[src/rtl/gmc_pkg.sv]
// Shared types, widths and register codes for the gain and magnitude clipper.
// Used by gmc_ctrl, gmc_dp, the top level and the port checker.
`timescale 1ns / 1ps
`default_nettype none

package gmc_pkg;

	// default sample and gain format
	localparam int SAMPLE_WIDTH_DEF   = 16;
	localparam int GAIN_FRAC_BITS_DEF = 12;

	// fixed register and result widths
	localparam int GAIN_W    = 16;
	localparam int CEIL_W    = 15;
	localparam int ACC_W     = 44;
	localparam int PEAK_W    = 32;
	localparam int CNT_W     = 48;
	localparam int CFG_IDX_W = 2;

	// register reset values
	localparam logic [GAIN_W-1:0] GAIN_RESET    = 16'd4096;
	localparam logic [CEIL_W-1:0] CEIL_RESET    = 15'h7fff;
	localparam logic              CLIP_EN_RESET = 1'b1;

	// configuration register indexes
	typedef enum logic [CFG_IDX_W-1:0] {
		REG_GAIN    = 2'd0,
		REG_CEILING = 2'd1,
		REG_CLIP_EN = 2'd2
	} gmc_reg_t;

	// width of a scaled sample magnitude after rounding
	function automatic int smag_width(input int w, input int f);
		return w + GAIN_W + 1 - f;
	endfunction

	// width of the square root of a scaled squared magnitude
	function automatic int root_width(input int w, input int f);
		return smag_width(w, f) + 1;
	endfunction

	// commands from the controller to the datapath
	typedef struct packed {
		logic load;
		logic scale;
		logic square;
		logic mag;
		logic decide;
		logic sqrt_init;
		logic sqrt_step;
		logic round;
		logic prod;
		logic div_load;
		logic div_sel;
		logic div_step;
		logic div_keep;
		logic finish;
	} gmc_cmd_t;

	// status from the datapath to the controller
	typedef struct packed {
		logic clip_hit;
		logic out_free;
	} gmc_sts_t;

endpackage

`default_nettype wire

[src/rtl/gmc_ctrl.sv]
// Sequencer for the gain and magnitude clipper: steps one sample word
// through scale, magnitude test, square root and division. Uses gmc_pkg.
`timescale 1ns / 1ps
`default_nettype none

module gmc_ctrl #(
	parameter int SAMPLE_WIDTH   = gmc_pkg::SAMPLE_WIDTH_DEF,
	parameter int GAIN_FRAC_BITS = gmc_pkg::GAIN_FRAC_BITS_DEF
) (
	input  wire logic             clk,
	input  wire logic             arst_n,
	input  wire logic             in_valid,
	output logic                  in_stall,
	input  wire gmc_pkg::gmc_sts_t sts,
	output gmc_pkg::gmc_cmd_t     cmd
);
	import gmc_pkg::*;

	localparam int RT_W     = root_width(SAMPLE_WIDTH, GAIN_FRAC_BITS);
	localparam int STEP_MAX = (RT_W > CEIL_W) ? RT_W : CEIL_W;
	localparam int CNT_BITS = $clog2(STEP_MAX);

	typedef enum logic [3:0] {
		S_IDLE,
		S_SCALE,
		S_SQUARE,
		S_MAG,
		S_DECIDE,
		S_SQRT,
		S_ROUND,
		S_LOAD_I,
		S_DIV_I,
		S_LOAD_Q,
		S_DIV_Q,
		S_DONE
	} state_t;

	state_t              state_q, state_d;
	logic [CNT_BITS-1:0] cnt_q, cnt_d;
	logic                sqrt_last;
	logic                div_last;

	assign sqrt_last = (cnt_q == CNT_BITS'(RT_W - 1));
	assign div_last  = (cnt_q == CNT_BITS'(CEIL_W - 1));

	// one word in flight; new words only in idle
	assign in_stall = (state_q != S_IDLE);

	// next state and commands
	always_comb begin
		cmd     = '0;
		state_d = state_q;
		cnt_d   = cnt_q;
		case (state_q)
			S_IDLE: begin
				if (in_valid) begin
					cmd.load = 1'b1;
					state_d  = S_SCALE;
				end
			end
			S_SCALE: begin
				cmd.scale = 1'b1;
				state_d   = S_SQUARE;
			end
			S_SQUARE: begin
				cmd.square = 1'b1;
				state_d    = S_MAG;
			end
			S_MAG: begin
				cmd.mag = 1'b1;
				state_d = S_DECIDE;
			end
			S_DECIDE: begin
				cmd.decide    = 1'b1;
				cmd.sqrt_init = 1'b1;
				cmd.prod      = 1'b1;
				cnt_d         = '0;
				state_d       = sts.clip_hit ? S_SQRT : S_DONE;
			end
			S_SQRT: begin
				cmd.sqrt_step = 1'b1;
				cnt_d         = cnt_q + 1'b1;
				if (sqrt_last) begin
					state_d = S_ROUND;
				end
			end
			S_ROUND: begin
				cmd.round = 1'b1;
				state_d   = S_LOAD_I;
			end
			S_LOAD_I: begin
				cmd.div_load = 1'b1;
				cmd.div_sel  = 1'b0;
				cnt_d        = '0;
				state_d      = S_DIV_I;
			end
			S_DIV_I: begin
				cmd.div_step = 1'b1;
				cnt_d        = cnt_q + 1'b1;
				if (div_last) begin
					state_d = S_LOAD_Q;
				end
			end
			S_LOAD_Q: begin
				cmd.div_keep = 1'b1;
				cmd.div_load = 1'b1;
				cmd.div_sel  = 1'b1;
				cnt_d        = '0;
				state_d      = S_DIV_Q;
			end
			S_DIV_Q: begin
				cmd.div_step = 1'b1;
				cnt_d        = cnt_q + 1'b1;
				if (div_last) begin
					state_d = S_DONE;
				end
			end
			S_DONE: begin
				if (sts.out_free) begin
					cmd.finish = 1'b1;
					state_d    = S_IDLE;
				end
			end
			default: begin
				state_d = S_IDLE;
			end
		endcase
	end

	// state register
	always_ff @(posedge clk or negedge arst_n) begin
		if (!arst_n) begin
			state_q <= S_IDLE;
			cnt_q   <= '0;
		end else begin
			state_q <= state_d;
			cnt_q   <= cnt_d;
		end
	end

endmodule

`default_nettype wire

[config.mk]
export PLATFORM = sky130hd
export DESIGN_NAME = gmc_ctrl
export DESIGN_NICKNAME = d
export VERILOG_FILES = /design/src/rtl/gmc_pkg.sv /design/src/rtl/gmc_ctrl.sv
export SDC_FILE = /design/constraint.sdc
export NUM_CORES = 1
export LEC_CHECK = 0
export ABC_CLOCK_PERIOD_IN_PS = 2700
export BUFFER_PORTS_ARGS = -buffer_cell sky130_fd_sc_hd__buf_2
export CORE_ASPECT_RATIO = 0.75
export CORE_MARGIN = 8
export CORE_UTILIZATION = 30
export CTS_CLUSTER_DIAMETER = 200
export DETAILED_ROUTE_END_ITERATION = 6
export PLACE_DENSITY = 0.47
export SYNTH_ARGS = -nofsm -noshare
export SYNTH_HDL_FRONTEND = slang
export SYNTH_SLANG_ARGS = --single-unit
export TNS_END_PERCENT = 30
[constraint.sdc]
create_clock -name clk -period 2.7 [get_ports clk]
set_input_delay 0.405 -clock clk [delete_from_list [all_inputs] [get_ports clk]]
set_output_delay 0.405 -clock clk [all_outputs]
set_load 0.005 [all_outputs]
# Word level (Yosys, flattened, before mapping)
# Index checks and enable logic that the tools add are counted.
totals:
  word_cells: 50
  output_inout_bits: 15
  mem_bits_ro: 0
  mem_bits_rw: 0
  latch_bits: 0
  memories: 0
  inputBits: 5
  ff_bits: 9
classes:
  addsub: 1
  n_reduce_logical: 7
  muxes: 22
  order_cmp: 0
  bitwise_logic: 0
  shifts: 0
  n_eq_ne: 18
  div_mod_pow: 0
  multipliers: 0
ops:
  columns: ["operator", "n"]
  rows:
  - ["$pmux 4 s12", 1]
  - ["$mux 4", 6]
  - ["$eq 4x3->1 const B", 4]
  - ["$eq 4x4->1 const B", 4]
  - ["$mux 1", 12]
  - ["$ne 2x2->1 const B", 5]
  - ["$pmux 5 s2", 1]
  - ["$eq 4x2->1 const B", 2]
  - ["$reduce_or 3->1", 2]
  - ["$add 5x1->5 const B", 1]
  - ["$eq 5x4->1 const B", 1]
  - ["$eq 5x5->1 const B", 1]
  - ["$reduce_and 5->1", 1]
  - ["$eq 4x1->1 const B", 1]
  - ["$logic_not 4->1", 1]
  - ["$pmux 2 s2", 1]
  - ["$reduce_bool 4->1", 1]
  - ["$mux 2", 1]
  - ["$reduce_bool 2->1", 1]
  - ["$reduce_or 2->1", 1]

# Logic depth before layout (Yosys ltp)
# Gate-level depths: netlist of run 1.
logic_depth:
  depth_word: 3
  ltp_mapped: 6
  depth_no_buf: 6

# Worst setup path after synthesis of run 1
# OpenSTA, ideal clock, no wires.
synth_path:
  path_kind: "register to output"
  startpoint: "reg state_q[3]"
  endpoint: "out cmd[8] (netlist bit)"
  path_stages_with_launch: 5
  path_buffers: 2
  slack_ns: 1.163
  required_ns: 2.295
  arrival_ns: 1.132
  cell_sequence: "dfrtp_1 -> buf_4 -> nand2b_1 -> nor3_1 -> buf_4"
synth_lines:
  columns: ["element", "line_no", "rtl"]
  rows:
  - ["from (decl)", "gmc_ctrl.sv:38", "state_t state_q, state_d;"]
  - ["from (signal assigned)", "gmc_ctrl.sv:136", "state_q <= state_d;"]
  - ["to (decl)", "gmc_ctrl.sv:15", "output gmc_pkg::gmc_cmd_t cmd"]

==> impl_metrics.ini, run 1 <==
[run_status]
status = finished clean

[yosys]
synth_edf_count = 0
synth_top_family_by_area = simple AND/OR/NAND/NOR gates
synth.area.mux_share_pct = 0
syn_nets = 122
ys.flop_type = dfrtp_1
seq_area_frac_synth_pct = 26.2
synth_seq_cells = 9
synth_xor_area_share_pct = 1.02
syn_avg_cell_area_um2 = 7.55
syn_inst = 114
synthesis.area_um2 = 861
synth.distinct_cells = 35
synthAdderAreaFrac_pct = 4.36
yosys.area_share.simple_pct = 30.2
synth_compound_area_share_pct = 25.9
yosys_warnings = 0
async_flop_share_pct = 100

[clocking]
post_cts_resized = 0
htree_levels = 1
cts_buffers = 3
ctsHoldBuffers = 0
cts_sinks = 9
root_buffer = clkbuf_8
clk_path_buf_depth = 2
cts_setup_buffers = 0
tritoncts = built
path_clk_slew_ns = 0.05
clk-insertion-delay-late_ns = 0.24

[setup_path]
cp_max_fo = 19
crit_arrival_ns = 1.62
slowest_delay_ns = 0.69
crit_path_top_delay_cell = dfrtp_1
cp_num_buf_inv = 1
start_kind = register
crit_required_ns = 2.30
endpoint_kind = output port
cp_top_family = flip-flops
crit_path_cell_trace = nand2b_1 > nor3_1 > buf_2
crit_type = register to output port

[floorplan]
die_h_um = 62.4
row_count = 16
die_area_um2 = 4860
start_util_pct = 32.3
die_w_um = 77.9
ios = 20
core-area_um2 = 2660

[sta]
finalSetupViolCount = 0
fin_crit_ns = 2.03
fmax_ghz = 0.494
period_share_pct = 75.0
finalMaxSlewViolations = 0
worst_clock_skew_ns = 0.00388
tightestPinTransition_ns = 0.598
tns_ns = 0
maxSlewHeadroom_pct = 60.2
rsz0062_at_grt = false
hold_violations = 0

[pwr]
power_w = 0.00121
cellLeakagePower_nw = 0.410
power.density_nw_per_um2 = 1240
vdd_drop_max_uv = 391

[detailed_routing]
drc_errors = 0
drt_iter0_drc = 159
vias = 890
ant_nets = 0
viasPerCell = 5.49
wl_um = 2520
wire_per_inst_um = 15.5
first_pass_iters = 4

[global_routing]
antenna_found_initial = 0
grt_pass1_wl_um = 4080
track_usage_pct = 10.3
grt_max_degree = 21
grt_pass1_vias = 809
overflow = 0

[finish]
stdcell_area_um2 = 970
drive_gt1_share_pct = 20.6
nFillCells = 285
instances_no_fill = 162
synthToLayoutAreaGrowth_pct = 12.6
final_nets = 135
n_antenna_cell = 0

[place]
io_buffers = 19
place_inst = 158
gp_congestion = 0.854
dp_hpwl_um = 1790
placed_area_um2 = 925

[hold_path]
hold_path.class = primary input to async pin

[flow_run]
cap_viol_max_count = 0
## final cells by class
cell class                      count  area (um^2)  share of cell area (%)
Inverter                            4         15.0                    1.55
Tap cell                           36         45.0                    4.65
Multi-Input combinational cell     88          529                    54.6
Clock buffer                        4         45.0                    4.65
Timing Repair Buffer               21          110                    11.4
Sequential cell                     9          225                    23.2
## path summary, 6_finish.rpt
kind,startpoint,to,slack [ns],cells after the start
min in group clk,sts[0],state_q[1],0.49,3
max reg2reg,state_q[3],state_q[1],1.03,4
max in group asynchronous,arst_n,state_q[2],2.48,1
max,state_q[0],cmd[12],0.67,3
min reg2reg,cnt_q[0],cnt_q[0],0.66,2
min,arst_n,cnt_q[3],0.02,1
## state kept, by name (all words and copies together), names as in the netlist
signal,flops
cnt_q,5
state_q,4
## kinds of logic after synthesis
family | after synthesis
AOI/OAI and AO/OA | 33
buffers and inverters | 17
xor gates and xnor gates | 1
DFF | 9
adders and majority gates | 3
and+or+nand+nor | 51
## per-stage QoR
| stage | utilization, % | hold slack, ns | worst slack (ns) |
|---|---|---|---|
| after floorplan | - | 0.109 | 1.16 |
| after global placement | 34.7 | 0.289 | 0.910 |
| after detailed placement | 34.7 | 0.289 | 0.906 |
| after CTS | 36.4 | 0.0339 | 0.654 |
| after global routing | 36.4 | 0.0345 | 0.464 |
| final | 36.4 | 0.0248 | 0.674 |
## cell usage after synthesis (2+ instances only)
| cell | instances | area (um^2) |
|---|---|---|
| a221oi_1 | 2 | 17.5 |
| ha_1 | 3 | 37.5 |
| a21oi_1 | 4 | 20.0 |
| o22ai_1 | 2 | 12.5 |
| inv_1 | 3 | 11.3 |
| o21ai_0 | 7 | 35.0 |
| nor3_1 | 8 | 40.0 |
| nor4_1 | 2 | 12.5 |
| dfrtp_1 | 9 | 225 |
| nand2b_1 | 5 | 31.3 |
| nor2_1 | 8 | 30.0 |
| a311oi_1 | 2 | 17.5 |
| o211ai_1 | 6 | 45.0 |
| o21ai_1 | 3 | 15.0 |
| nand3_1 | 3 | 15.0 |
| and3_1 | 3 | 18.8 |
| buf_4 | 6 | 45.0 |
| nand2_1 | 12 | 45.0 |
| nor2b_1 | 5 | 31.3 |
| buf_2 | 4 | 20.0 |
| buf_6 | 2 | 22.5 |
| nand4b_1 | 2 | 17.5 |
## power by group
part           switching (W)  internal [W]  leakage [nW]
combinational       0.000364      0.000296         0.281
clock              0.0000594      0.000103        0.0228
sequential          0.000185      0.000198         0.106
total               0.000608      0.000597         0.410
## cells in the final DEF (no fill, tap or decap)
master and n:
or3_1 1, clkbuf_1 1, inv_2 1, a311oi_1 2, buf_4 2, nor2_2 1, o211ai_1 6, nor3_1 8
nand2b_1 5, o21ai_1 3, nor2_1 8, and2_1 1, inv_1 3, a32oi_1 1, nand4b_1 2, nand2_1 12
o32ai_1 1, ha_1 3, o21ai_0 7, o22ai_1 2, and3_1 3, a221oi_1 2, nand3_1 3, o221ai_1 1
o31ai_1 1, xor2_1 1, nor4_1 2, clkbuf_8 3, o2111a_1 1, a21oi_1 4, nor2b_1 5, buf_2 19
o21bai_1 1, a21o_1 1, dfrtp_1 9
## per-layer routing
metal  global-route usage [%]  part of all wire (%)
met5                        0                     0
met4                     2.11                  0.56
met3                     4.02                   6.6
met2                     13.1                    40
met1                     15.4                    53
No activity file was read; power rests on OpenSTA's default activity.
==> run 2: changes to the inputs <==
ABC_CLOCK_PERIOD_IN_PS = 1630   (was 2700)
PLACE_DENSITY = 0.48   (was 0.47)
clock period = 1.63 ns   (was 2.7 ns; I/O delays follow)
==> run 2 against run 1 <==
Against the previous run: core utilization grew 3.3 points; design area grew 9.2%; non-clock buffer count grew 6; critical path type unchanged; sequential share of layout area is 1.5 points lower; die area is the same; sequential power rose by 48%; first-iteration DRC count down 80%; largest cell class unchanged; clock-buffer cell count is 1 lower; clock power is 69% higher.
==> impl_metrics.ini, run 2 (same netlist as run 1, synthesis figures left out) <==
[pwr]
seq_power_share_pct = 26.1
vdd_drop_max_uv = 860
p_switching_w = 0.00105
p_clk_share_pct = 12.7
p_comb_share_pct = 61.2
cellLeakagePower_nw = 0.449
power.density_nw_per_um2 = 2050
power_switching_share_pct = 48.3
power.internal_w = 0.00112

[clocking]
cts_setup_buffers = 0
clk-insertion-delay-late_ns = 0.24
tritoncts = built
cts_sinks = 9
clk_path_buf_depth = 2
cts_buffers = 3
root_buffer = clkbuf_8
htree_levels = 1
path_clk_slew_ns = 0.05

[sta]
hold_violations = 0
finalMaxSlewViolations = 0
rsz0062_at_grt = true
finalHoldWorstSlack_ns = 0.316
fin_crit_ns = 1.57
tns_ns = 0
worst_clock_skew_ns = 0.00721
tightestPinTransition_ns = 0.291
period_share_pct = 96.2
fmax_ghz = 0.638
finalSetupViolCount = 0
maxSlewHeadroom_pct = 80.4

[finish]
n_antenna_cell = 0
largest-register = cnt_q
multi_input_area_um2 = 552
synthToLayoutAreaGrowth_pct = 23.0
final_nets = 141
mostFrequentLayoutCell = buf_2
nFillCells = 278
largest_reg_flops = 5
layout_common_cells = buf_2 (19), nand2_1 (12), nor2_1 (7), nor3_1 (7)
instances_no_fill = 168
drive_gt1_share_pct = 31.8
top_regs = cnt_q (5), state_q (4)
seq_area_um2 = 230

[place]
dp_hpwl_um = 1830
gp_congestion = 0.882
io_buffers = 19
place_inst = 163

[floorplan]
core-area_um2 = 2660
start_util_pct = 32.3
die_h_um = 62.4
ios = 20
die_area_um2 = 4860
die_w_um = 77.9
row_count = 16

[global_routing]
track_usage_pct = 10.3
grt_pass1_wl_um = 4080
grt_max_degree = 27
overflow = 0
antenna_found_initial = 0
grt_pass1_vias = 854

[setup_path]
crit_required_ns = 1.39
cp_max_fo = 10
crit_type = register to output port
start_kind = register
endpoint_kind = output port
crit_arrival_ns = 1.32

[detailed_routing]
wl_met2_um = 1090
wl_met1_um = 1200
wire_per_inst_um = 14.4
vias = 884
drc_errors = 0
first_pass_iters = 4
drt_iter0_drc = 32
ant_nets = 0
wl_met3_um = 122
routed.top_layer = met4
viasPerCell = 5.26
wl_um = 2430

[hold_path]
hold_path.class = primary input to register

[run_status]
status = finished clean

[flow_run]
cap_viol_max_count = 0
-- run 2: area by class of cell --
cell class	instances	share of cell area, %
Timing Repair Buffer	27	16.1
Tap cell	36	4.26
Clock inverter	1	0.473
Clock buffer	3	3.90
Inverter	4	1.42
Sequential cell	9	21.7
Multi-Input combinational cell	88	52.1
-- run 2: per-layer routing --
| layer | up-vias | track usage (%) |
|---|---|---|
| met5 | - | 0 |
| met4 | 0 | 2.82 |
| met3 | 2 | 3.88 |
| met2 | 20 | 15.5 |
| met1 | 412 | 13.2 |
| li1 | 450 | - |
-- run 2: power by group through the flow --
| stage | clock network, W | logic, W | registers [W] |
|---|---|---|---|
| after detailed placement | 0 | 0.00128 | 0.000536 |
| after global routing | 0.000297 | 0.00150 | 0.000594 |
| after floorplan | 0 | 0.00106 | 0.000411 |
| final | 0.000276 | 0.00133 | 0.000567 |
| after CTS | 0.000281 | 0.00130 | 0.000544 |
| after global placement | 0 | 0.00130 | 0.000533 |
-- run 2: final timing paths --
check | cells after the start | slack, ns | endpoint | from
setup / recovery | 3 | 0.06 | cmd[11] | state_q[0]
hold / removal | 3 | 0.32 | state_q[1] | sts[0]
setup reg to reg | 6 | 0.22 | state_q[0] | cnt_q[1]
hold reg to reg | 1 | 0.57 | state_q[2] | state_q[3]
max in group asynchronous | 2 | 1.01 | state_q[2] | arst_n
min in group asynchronous | 2 | 0.39 | cnt_q[3] | arst_n
-- run 2: stage by stage --
stage          cell area, um^2  setup WS [ns]  total power [W]  util, %
2_1_floorplan              861          0.254          0.00147        -
3_3_place_gp               975          0.196          0.00183     36.6
3_5_place_dp               975          0.181          0.00182     36.6
4_1_cts                   1040        0.00199          0.00213     39.1
5_1_grt                   1060       -0.00797          0.00239     39.8
6_report                  1060         0.0621          0.00217     39.8
-- run 2: repair_timing --
action / in CTS / in global routing
gates cloned: 0 / 0
hold endpoints to repair: 9 / 0
pin swaps: 0 / 0
hold buffers: 1 / 0
setup endpoints to repair: 8 / 6
gates resized for setup: 4 / 8
-- run 2: worst max-delay path, cell delays in order, from the launching register on --
cell and delay [ns]:
dfrtp_2 0.48, nand2b_2 0.27, nor3_1 0.18, buf_2 0.15
